==> src/btoi_pkg.sv <==
package btoi_pkg;

    localparam int MAX_SYMBOLS = 16;
    localparam int VALUE_WIDTH = 32;
    localparam int BASE_LEN_W  = 5;
    localparam int DIGIT_W     = $clog2(MAX_SYMBOLS);
    localparam int CFG_DATA_W  = 64;
    localparam int CFG_ADDR_W  = 2;
    localparam int QUEUE_DEPTH = 4;

    localparam logic [CFG_ADDR_W-1:0] CFG_SYMBOLS_LOW  = 2'd0;
    localparam logic [CFG_ADDR_W-1:0] CFG_SYMBOLS_HIGH = 2'd1;
    localparam logic [CFG_ADDR_W-1:0] CFG_BASE_LENGTH  = 2'd2;

    localparam logic [BASE_LEN_W-1:0] BASE_LEN_RESET = 5'd10;

    localparam logic [7:0] CH_TAB   = 8'h09;
    localparam logic [7:0] CH_CR    = 8'h0D;
    localparam logic [7:0] CH_SPACE = 8'h20;
    localparam logic [7:0] CH_PLUS  = 8'h2B;
    localparam logic [7:0] CH_MINUS = 8'h2D;
    localparam logic [7:0] CH_DEL   = 8'h7F;

    typedef struct packed {
        logic [7:0] text_byte;
        logic       end_of_text;
    } t_in_beat;

    typedef struct packed {
        logic signed [VALUE_WIDTH-1:0] value;
        logic                          table_valid;
        logic                          overflowed;
    } t_out_beat;

    typedef struct packed {
        logic [CFG_DATA_W-1:0] symbols_low;
        logic [CFG_DATA_W-1:0] symbols_high;
        logic [BASE_LEN_W-1:0] base_length;
    } t_cfg;

    typedef enum logic [1:0] {
        PH_SPACE,
        PH_SIGN,
        PH_DIGIT,
        PH_DONE
    } t_phase;

    typedef enum logic [1:0] {
        OP_NONE,
        OP_NEG,
        OP_DIGIT
    } t_op_kind;

    // One classified byte as handed from the front end to the back end.
    typedef struct packed {
        t_op_kind              kind;
        logic [DIGIT_W-1:0]    digit;
        logic [BASE_LEN_W-1:0] radix;
        logic                  last;
        logic                  table_ok;
    } t_op;

endpackage

==> src/btoi_front.sv <==
module btoi_front
    import btoi_pkg::*;
(
    input  logic     i_clk,
    input  logic     i_rst_n,
    input  t_cfg     i_cfg,
    input  t_in_beat i_beat,
    input  logic     i_take,
    output t_op      o_op
);

    t_phase r_phase;
    t_phase n_phase;

    logic [7:0] w_sym [MAX_SYMBOLS];
    logic       w_used [MAX_SYMBOLS];
    logic       w_tbl_ok;
    logic       w_is_digit;
    logic [DIGIT_W-1:0] w_digit;
    logic       w_ws;

    always_comb begin
        for (int i = 0; i < MAX_SYMBOLS; i++) begin
            if (i < 8) begin
                w_sym[i] = i_cfg.symbols_low[8*(i%8) +: 8];
            end else begin
                w_sym[i] = i_cfg.symbols_high[8*(i%8) +: 8];
            end
            w_used[i] = BASE_LEN_W'(i) < i_cfg.base_length;
        end
    end

    // Table check: length in range, legal symbols, no repeats among used ones.
    always_comb begin
        w_tbl_ok = (i_cfg.base_length >= BASE_LEN_W'(2)) &&
                   (i_cfg.base_length <= BASE_LEN_W'(MAX_SYMBOLS));
        for (int i = 0; i < MAX_SYMBOLS; i++) begin
            if (w_used[i] && ((w_sym[i] <= CH_SPACE) || (w_sym[i] == CH_PLUS) ||
                              (w_sym[i] == CH_MINUS) || (w_sym[i] == CH_DEL))) begin
                w_tbl_ok = 1'b0;
            end
            for (int j = i + 1; j < MAX_SYMBOLS; j++) begin
                if (w_used[i] && w_used[j] && (w_sym[i] == w_sym[j])) begin
                    w_tbl_ok = 1'b0;
                end
            end
        end
    end

    always_comb begin
        w_is_digit = 1'b0;
        w_digit    = '0;
        for (int i = MAX_SYMBOLS - 1; i >= 0; i--) begin
            if (w_used[i] && (w_sym[i] == i_beat.text_byte)) begin
                w_is_digit = w_tbl_ok;
                w_digit    = DIGIT_W'(i);
            end
        end
    end

    assign w_ws = ((i_beat.text_byte >= CH_TAB) && (i_beat.text_byte <= CH_CR)) ||
                  (i_beat.text_byte == CH_SPACE);

    always_ff @(posedge i_clk) begin
        if (!i_rst_n) begin
            r_phase <= PH_SPACE;
        end else if (i_take) begin
            r_phase <= n_phase;
        end
    end

    // Phases fall through within one byte, same as the sequential parse.
    always_comb begin
        t_phase ph;
        ph           = r_phase;
        o_op.kind    = OP_NONE;
        o_op.digit   = w_digit;
        o_op.radix   = i_cfg.base_length;
        o_op.last    = i_beat.end_of_text;
        o_op.table_ok = w_tbl_ok;
        if (ph == PH_SPACE && !w_ws) begin
            ph = PH_SIGN;
        end
        if (ph == PH_SIGN) begin
            if (i_beat.text_byte == CH_MINUS) begin
                o_op.kind = OP_NEG;
            end else if (i_beat.text_byte != CH_PLUS) begin
                ph = PH_DIGIT;
            end
        end
        if (ph == PH_DIGIT) begin
            if (w_is_digit) begin
                o_op.kind = OP_DIGIT;
            end else begin
                ph = PH_DONE;
            end
        end
        n_phase = i_beat.end_of_text ? PH_SPACE : ph;
    end

endmodule

==> src/btoi_queue.sv <==
module btoi_queue
    import btoi_pkg::*;
(
    input  logic i_clk,
    input  logic i_rst_n,
    input  logic i_push,
    input  t_op  i_op,
    input  logic i_pop,
    output t_op  o_op,
    output logic o_empty,
    output logic o_full
);

    localparam int PTR_W = $clog2(QUEUE_DEPTH);
    localparam int CNT_W = $clog2(QUEUE_DEPTH + 1);

    t_op              r_mem [QUEUE_DEPTH];
    logic [PTR_W-1:0] r_wr_ptr;
    logic [PTR_W-1:0] r_rd_ptr;
    logic [CNT_W-1:0] r_count;

    assign o_empty = (r_count == '0);
    assign o_full  = (r_count == CNT_W'(QUEUE_DEPTH));
    assign o_op    = r_mem[r_rd_ptr];

    always_ff @(posedge i_clk) begin
        if (i_push) begin
            r_mem[r_wr_ptr] <= i_op;
        end
    end

    always_ff @(posedge i_clk) begin
        if (!i_rst_n) begin
            r_wr_ptr <= '0;
            r_rd_ptr <= '0;
            r_count  <= '0;
        end else begin
            if (i_push) begin
                r_wr_ptr <= (r_wr_ptr == PTR_W'(QUEUE_DEPTH - 1)) ? '0 : r_wr_ptr + 1'b1;
            end
            if (i_pop) begin
                r_rd_ptr <= (r_rd_ptr == PTR_W'(QUEUE_DEPTH - 1)) ? '0 : r_rd_ptr + 1'b1;
            end
            if (i_push && !i_pop) begin
                r_count <= r_count + 1'b1;
            end else if (!i_push && i_pop) begin
                r_count <= r_count - 1'b1;
            end
        end
    end

    a_no_push_full: assert property (@(posedge i_clk) disable iff (!i_rst_n)
        o_full |-> !i_push)
        else $error("push into full queue");

    a_no_pop_empty: assert property (@(posedge i_clk) disable iff (!i_rst_n)
        o_empty |-> !i_pop)
        else $error("pop from empty queue");

    a_count_up: assert property (@(posedge i_clk) disable iff (!i_rst_n)
        (i_push && !i_pop) |=> r_count == $past(r_count) + 1'b1)
        else $error("queue count did not advance on push");

endmodule

==> src/btoi_back.sv <==
module btoi_back
    import btoi_pkg::*;
(
    input  logic      i_clk,
    input  logic      i_rst_n,
    input  t_op       i_op,
    input  logic      i_empty,
    output logic      o_pop,
    output logic      o_out_valid,
    input  logic      i_out_stall,
    output t_out_beat o_out_data
);

    localparam int PROD_W = VALUE_WIDTH + BASE_LEN_W;
    localparam logic [VALUE_WIDTH-1:0] VAL_MIN = {1'b1, {(VALUE_WIDTH-1){1'b0}}};

    logic                   r_neg;
    logic [VALUE_WIDTH-1:0] r_acc;
    logic                   r_ovf;
    logic                   n_neg;
    logic [VALUE_WIDTH-1:0] n_acc;
    logic                   n_ovf;

    logic      r_out_valid;
    t_out_beat r_out;

    logic              w_slot_free;
    logic [PROD_W-1:0] w_sum;
    t_out_beat         w_res;

    assign w_slot_free = !r_out_valid || !i_out_stall;
    // A final beat waits until the output register can take its result.
    assign o_pop = !i_empty && (!i_op.last || w_slot_free);

    assign w_sum = PROD_W'(r_acc) * PROD_W'(i_op.radix) + PROD_W'(i_op.digit);

    always_comb begin
        logic                   neg;
        logic [VALUE_WIDTH-1:0] acc;
        logic                   ovf;
        neg = r_neg;
        acc = r_acc;
        ovf = r_ovf;
        case (i_op.kind)
            OP_NEG: begin
                neg = !r_neg;
            end
            OP_DIGIT: begin
                acc = w_sum[VALUE_WIDTH-1:0];
                // magnitude above the largest positive value
                if (|w_sum[PROD_W-1:VALUE_WIDTH-1]) begin
                    ovf = 1'b1;
                end
            end
            default: begin
            end
        endcase

        if (!i_op.table_ok) begin
            w_res = '0;
        end else begin
            w_res.value       = neg ? -$signed(acc) : $signed(acc);
            w_res.table_valid = 1'b1;
            w_res.overflowed  = ovf || (neg && (acc == VAL_MIN));
        end

        if (i_op.last) begin
            n_neg = 1'b0;
            n_acc = '0;
            n_ovf = 1'b0;
        end else begin
            n_neg = neg;
            n_acc = acc;
            n_ovf = ovf;
        end
    end

    always_ff @(posedge i_clk) begin
        if (!i_rst_n) begin
            r_neg       <= 1'b0;
            r_acc       <= '0;
            r_ovf       <= 1'b0;
            r_out_valid <= 1'b0;
        end else begin
            if (o_pop) begin
                r_neg <= n_neg;
                r_acc <= n_acc;
                r_ovf <= n_ovf;
            end
            if (w_slot_free) begin
                r_out_valid <= o_pop && i_op.last;
            end
        end
    end

    always_ff @(posedge i_clk) begin
        if (w_slot_free && o_pop && i_op.last) begin
            r_out <= w_res;
        end
    end

    assign o_out_valid = r_out_valid;
    assign o_out_data  = r_out;

    a_bad_table_zero: assert property (@(posedge i_clk) disable iff (!i_rst_n)
        (r_out_valid && !r_out.table_valid) |-> (r_out.value == '0) && !r_out.overflowed)
        else $error("invalid table result not cleared");

    a_clear_after_last: assert property (@(posedge i_clk) disable iff (!i_rst_n)
        (o_pop && i_op.last) |=> (r_acc == '0) && !r_neg && !r_ovf)
        else $error("parse state not cleared after final beat");

    a_neg_flips: assert property (@(posedge i_clk) disable iff (!i_rst_n)
        (o_pop && (i_op.kind == OP_NEG) && !i_op.last) |=> r_neg != $past(r_neg))
        else $error("sign did not flip on minus");

endmodule

==> src/base_n_text_to_integer.sv <==
// Base-N text to integer. Text enters one byte per beat; the beat with
// end_of_text set yields one result: the signed value (wrapped to 32 bits),
// table_valid and overflowed. The symbol table and radix come from three
// write-only registers (0: symbols 0..7, 1: symbols 8..15, 2: base length)
// and must be written while no text is in flight. The block sustains one
// byte per cycle while the queue is not full: the front end matches the
// byte against all symbols in parallel and tracks the whitespace/sign/digit
// phase, and the back end does one 32x5 multiply-add per byte. A 4-entry
// queue sits between them, so the front keeps taking bytes while a finished
// result waits at the output. The final byte is queued, then popped and its
// result registered when nothing older waits and the output is not stalled.
module base_n_text_to_integer
    import btoi_pkg::*;
(
    input  logic                  i_clk,
    input  logic                  i_rst_n,
    input  logic                  i_cfg_we,
    input  logic [CFG_ADDR_W-1:0] i_cfg_addr,
    input  logic [CFG_DATA_W-1:0] i_cfg_data,
    input  logic                  i_in_valid,
    output logic                  o_in_stall,
    input  t_in_beat              i_in_data,
    output logic                  o_out_valid,
    input  logic                  i_out_stall,
    output t_out_beat             o_out_data
);

    t_cfg r_cfg;
    t_op  w_front_op;
    t_op  w_queue_op;
    logic w_take;
    logic w_pop;
    logic w_empty;
    logic w_full;

    always_ff @(posedge i_clk) begin
        if (!i_rst_n) begin
            r_cfg.symbols_low  <= '0;
            r_cfg.symbols_high <= '0;
            r_cfg.base_length  <= BASE_LEN_RESET;
        end else if (i_cfg_we) begin
            unique case (i_cfg_addr)
                CFG_SYMBOLS_LOW:  r_cfg.symbols_low  <= i_cfg_data;
                CFG_SYMBOLS_HIGH: r_cfg.symbols_high <= i_cfg_data;
                CFG_BASE_LENGTH:  r_cfg.base_length  <= i_cfg_data[BASE_LEN_W-1:0];
                default: begin
                end
            endcase
        end
    end

    assign o_in_stall = w_full;
    assign w_take     = i_in_valid && !w_full;

    btoi_front u_front (
        .i_clk   (i_clk),
        .i_rst_n (i_rst_n),
        .i_cfg   (r_cfg),
        .i_beat  (i_in_data),
        .i_take  (w_take),
        .o_op    (w_front_op)
    );

    btoi_queue u_queue (
        .i_clk   (i_clk),
        .i_rst_n (i_rst_n),
        .i_push  (w_take),
        .i_op    (w_front_op),
        .i_pop   (w_pop),
        .o_op    (w_queue_op),
        .o_empty (w_empty),
        .o_full  (w_full)
    );

    btoi_back u_back (
        .i_clk       (i_clk),
        .i_rst_n     (i_rst_n),
        .i_op        (w_queue_op),
        .i_empty     (w_empty),
        .o_pop       (w_pop),
        .o_out_valid (o_out_valid),
        .i_out_stall (i_out_stall),
        .o_out_data  (o_out_data)
    );

endmodule

==> config.mk <==
export PLATFORM = sky130hd
export DESIGN_NAME = base_n_text_to_integer
export DESIGN_NICKNAME = d
export VERILOG_FILES = /design/src/btoi_pkg.sv /design/src/btoi_front.sv /design/src/btoi_queue.sv /design/src/btoi_back.sv /design/src/base_n_text_to_integer.sv
export SDC_FILE = /design/constraint.sdc
export NUM_CORES = 2
export LEC_CHECK = 0
export BUFFER_PORTS_ARGS = -buffer_cell sky130_fd_sc_hd__clkbuf_2
export CAP_MARGIN = 20
export CORE_UTILIZATION = 50
export CTS_BUF_LIST = sky130_fd_sc_hd__clkbuf_16
export CTS_CLUSTER_DIAMETER = 200
export DETAILED_ROUTE_END_ITERATION = 16
export PLACE_DENSITY_LB_ADDON = 0.08
export SETUP_SLACK_MARGIN = 0.02
export SLEW_MARGIN = 15
export SYNTH_ARGS = -nofsm -noshare
export SYNTH_HDL_FRONTEND = slang
export SYNTH_SLANG_ARGS = --single-unit
export TNS_END_PERCENT = 50
==> constraint.sdc <==
create_clock -name i_clk -period 9.4 [get_ports i_clk]
set_input_delay 1.41 -clock i_clk [delete_from_list [all_inputs] [get_ports i_clk]]
set_output_delay 1.41 -clock i_clk [all_outputs]
set_load 0.01 [all_outputs]
After elaboration in Yosys (flattened, before gate mapping):

Memories as Yosys holds them, arrays and structs flattened. A register that Yosys moved wholly into a read port is not among the register bits.
Index checks and enable logic that the tools add are counted.

* magnitude comparators: 36
* reduce and logical (&&, ||, !) cells: 352
* eq/ne operators: 197
* mux-type cells: 196
* add/sub/neg operators: 6
* multiply operators: 1

Operators by type and width (number)
* 8-bit == test: 136
* 1-bit logical AND: 283
* 8-bit by 6-bit == test with 1-bit output (second input constant): 34
* 1-bit 2-to-1 mux: 160
* 8-bit by 7-bit == test with 1-bit output (second input constant): 16
* 8-bit by 6-bit <= comparator with 1-bit output (second input constant): 16
* 32-bit 2-to-1 mux: 3
* 4-bit 2-to-1 mux: 16
* 1-bit logical OR: 52
* 4-bit by 5-bit less-than comparator with 1-bit output (first input constant): 8
* 37-bit by 4-bit adder with 37-bit output: 1
* 32-bit by 5-bit multiplier with 37-bit output: 1
* 32-bit == test (second input constant): 1
* 32-bit negation: 1
* 2-bit 2-to-1 mux: 15
* 3-bit by 5-bit less-than comparator with 1-bit output (first input constant): 4
* 2-bit == test (second input constant): 5
* 1-bit by 5-bit less-than comparator with 1-bit output (first input constant): 2
* 2-bit by 5-bit less-than comparator with 1-bit output (first input constant): 2
* 1-bit zero test: 9
* 8-bit by 4-bit greater-or-equal comparator with 1-bit output (second input constant): 1
* 8-bit by 4-bit <= comparator with 1-bit output (second input constant): 1
* 8-bit by 6-bit inequality test with 1-bit output (second input constant): 1
* 2-bit by 1-bit == test with 1-bit output (second input constant): 3
* 12 further kinds: 17

* bits of input ports: 80
* RAM bits: 52
* bits in registers: 211
* output and inout port bits: 36
* logic and storage cells: 803
* memories kept: 1

Memory list
* u_queue.r_mem: words 4, width 13, read ports 1, clocked after memory_dff 1, write ports 1, RTL line btoi_queue.sv:17 `t_op r_mem [QUEUE_DEPTH];`

Logic depth before layout (Yosys ltp):

* word-level depth: 160
* mapped depth: 22

Modules after synthesis:

A second synthesis with hierarchy kept.

* cells, all modules: 3845
* area total of the unflattened synthesis: 32540.0 sq um

Modules (own cells, without submodules)
* btoi_front: cells an instance 2044, times used 1, area each 15267.1 sq um
* btoi_back: cells an instance 1184, times used 1, area each 9829.4 sq um
* base_n_text_to_integer: cells an instance 506, times used 1, area each 5103.6 sq um
* btoi_queue: cells an instance 111, times used 1, area each 2339.7 sq um

Least setup slack after synthesis:

OpenSTA, ideal clock, no wires.

* path kind: reg-to-reg
* from: reg with a tool-made name
* to: reg u_back.r_out, in the netlist u_back.o_out_data[33], data pin
* library setup time: 0.274 ns
* buffers on the path: 4
* data required time: 9.126 ns
* data arrival time: 6.381 ns
* cell stages (with the launch flop): 22
* path slack: 2.745 ns
* cells stage by stage: dfxtp_1 > buf_6 > clkbuf_1 > mux4_2 > clkbuf_1 > nand2_1 > fa_1 > fa_1 > inv_1 > fa_1 > ha_1 > clkbuf_1 > a21oi_1 > o21ai_0 > or2_2 > o31ai_1 > xnor2_1 > o21ai_1 > nor4b_1 > or4b_1 > mux2_2 > o221ai_1

RTL lines
* end signal: assignment: RTL line btoi_back.sv:98 `r_out <= w_res;`
* end: declaration: RTL line btoi_back.sv:25 `t_out_beat r_out;`

==> impl_metrics.ini <==
[worst_setup_path]
path_max_fanout = 32
r2r_cells = 17
worstSetupStartpointType = register
cp.required_ps = 9760
reg2reg_slack_ps = 1630
worst-setup-path-type = reg -> reg
cp-end-kind = register
r2r-end = u_back.o_out_data[33]
arrival_ps = 8130

[sta]
setup_viol = 0
tightest_slew_ps = 1140
max_freq_mhz = 129
post-route-period-util_pct = 82.7
period_needed_ps = 7770
rsz0062_at_grt = no
maxSlewViolCount = 0
tns_ps = 0
finalHoldViolCount = 0
holdWs_ps = 466
max-slew-margin-rel_pct = 23.5
finClkSkew_ps = 16.4

[grt]
grt_start_max_net_pins = 96
antenna_found_initial = 4
grt_pass1_vias = 29800
grt.overflow.total = 0
grt_first_pass_wirelength_um = 186000
grt_use_total_pct = 38.3

[synth]
synth-edff-count = 86
ys_types = 85
yosysMostFrequentCell = xnor2_1
syn_avg_cell_area_um2 = 8.02
synth-async-reset-ratio_pct = 0
syn_nets = 4200
ys_warn_count = 0
ys_ff_latch = 265
ys.flop_type = dfxtp_1
ys_seq_area_share_pct = 19.5
netlist_top_cells_count = xnor2_1 (734), nand2_1 (419), xor2_1 (398), clkbuf_1 (218), nand4_1 (209)
netlist_top_cells_area = xnor2_1 (20%), dfxtp_1 (11%), xor2_1 (11%)
syn_inst = 3945
synthesis.area_um2 = 31600
yosys.area.top_type_share_pct = 20.3
synth_top_area_cell = xnor2_1

[clock_tree]
clockBufferDepth = 3
cts_tree = yes
clock_latency_ps = 640
ctsResizeCount = 0
path_clk_slew_ps = 70
cts_hold_buf = 0
cts_buffers = 31
h-tree-depth = 1
root_buffer = clkbuf_16
post_cts_buffers = 0
cts_sinks = 265

[job]
maxCapViolCount = 0

[power]
pwr-share-clk_pct = 24.4
power_density_nw_per_um2 = 144
power.leakage_nw = 13.6
pwr-share-comb_pct = 45.9
p_switching_w = 0.00210
ir_worst_vdd_mv = 0.158
swShare_pct = 43.0
intPower_w = 0.00278
seqPwrFrac_pct = 29.8

[final_layout]
layout-drive-gt1-share_pct = 9.47
multi_input_area_um2 = 23500
regArea_um2 = 6170
area_delta_synth_final_pct = 7.08
final_nets = 4096
fill_cells = 5867

[routing]
route.detailed.drc = 0
detail-route-antenna-nets = 0
drt_iter0_markers = 2921
wl_um = 125000
firstDrtPassIters = 5
routedWlPerCell_um = 26.5
vias_per_cell = 6.41
num_vias = 30200

[floorplanning]
num_rows = 91
pin_count = 116
initial_core_util_pct = 51.0
core_um2 = 62100
die_h_um = 253
die-area_um2 = 64300
die_w_um = 253

[min_path]
hold_path.startpoint = r_cfg[107]
min_path_cells = 2
hold_path.class = reg -> reg
hold_end = r_cfg[107]

[status]
outcome = complete, no violations

[place]
dp_hpwl_um = 80700
port_buffers = 115
globalplace.congestion = 0.987
through the flow:
stage | worst slack, ps | total power [W] | cell area [µm²] | util (%) | cells
after floorplan | 2740 | 0.00299 | 31600 | - | 3945
after global placement | 1800 | 0.00362 | 32900 | 53.0 | 4645
after detailed placement | 1600 | 0.00367 | 32900 | 53.0 | 4645
after CTS | 1570 | 0.00487 | 33900 | 54.6 | 4703
after global routing | 1090 | 0.00515 | 33900 | 54.6 | 4703
final | 1630 | 0.00488 | 33900 | 54.6 | 4705
placed cells by master (no fill, tap or decap), drive strengths merged, types with 9 or more instances in the layout:
cell type	instances
nor4	109
dfxtp	179
a21boi	142
a22oi	9
ha	80
edfxtp	86
or3	23
o221ai	14
or2	10
nand2	420
nand4	209
xor2	398
nand3	65
a41oi	11
buf	151
fa	95
mux2i	20
o31ai	9
a31oi	33
mux4	12
a21o	19
o211ai	22
a21oi	106
nand2b	16
o21ai	85
clkinv	12
nor2	133
nor3	109
clkbuf	145
o22ai	9
and2	121
inv	132
xnor2	734
nor2b	19
and3	14
a211oi	18
cell type report:
class	count	share of cell area, %
multi-input combinational	3155	69.4
sequential	265	18.2
timing repair buffer	265	5.03
tap	837	3.09
clock buffer	31	2.29
inverter	123	1.36
clock inverter	27	0.591
antenna	2	0.0148
layer usage:
layer	part of all wire [%]	wire (µm)	vias to the layer above	GRT usage, %
li1	-	-	13100	-
met1	39	48100	14700	46.8
met2	45	55600	1792	61.6
met3	9.4	11700	614	7.59
met4	7.4	9170	6	24.6
met5	0.035	44	-	0
how the worst max path moves through the flow:
stage | end | slack [ps]
final | u_back.o_out_data[33] | 1630
after global placement | u_back.o_out_data[33] | 1800
after floorplan | u_back.o_out_data[33] | 2740
after global routing | u_back.o_out_data[33] | 1090
after CTS | u_back.o_out_data[33] | 1570
after detailed placement | u_back.o_out_data[33] | 1600
cells by family (layout without fill, tap and decap cells):
group	count (synthesis)	in the layout	synth area share, %
buf+inv	525	446	6.28
mux	37	37	1.67
flops	265	265	19.5
compound gates	526	526	11.2
fa+ha+maj	175	175	9.18
other cells	0	2	0
simple gates	1285	1285	20.8
xor+xnor	1132	1132	31.4
critical path, cell delays in order (launching register included):
cell and delay, ps:
dfxtp_1 900, mux4_2 920, nand2_1 220, fa_1 430
fa_1 500, inv_1 50, fa_1 460, ha_1 370
and2_1 230, a221oi_2 420, a2111oi_2 200, o31ai_1 730
xnor2_1 200, o21ai_1 190, nor4b_1 720, or4b_1 550
mux2_2 260, o221ai_1 110
power groups by stage:
stage / clock [W] / combinational, W / sequential [W]
2_1_floorplan: 0 / 0.00152 / 0.00146
3_3_place_gp: 0 / 0.00214 / 0.00148
5_1_grt: 0.00125 / 0.00242 / 0.00147
4_1_cts: 0.00121 / 0.00220 / 0.00145
3_5_place_dp: 0 / 0.00219 / 0.00148
6_report: 0.00119 / 0.00224 / 0.00145
flip-flops by register name, summed over array words and instances (netlist names), named ones only:
signal,cells
u_queue.r_wr_ptr,2
u_back.r_neg,1
u_back.o_out_valid,1
u_back.r_acc,32
u_queue.r_rd_ptr,2
u_queue.r_count,3
u_front.r_phase,2
u_back.r_ovf,1
u_queue.r_mem,52
r_cfg,133
u_back.o_out_data,34
Note: power is estimated with default switching activity, not from simulation.
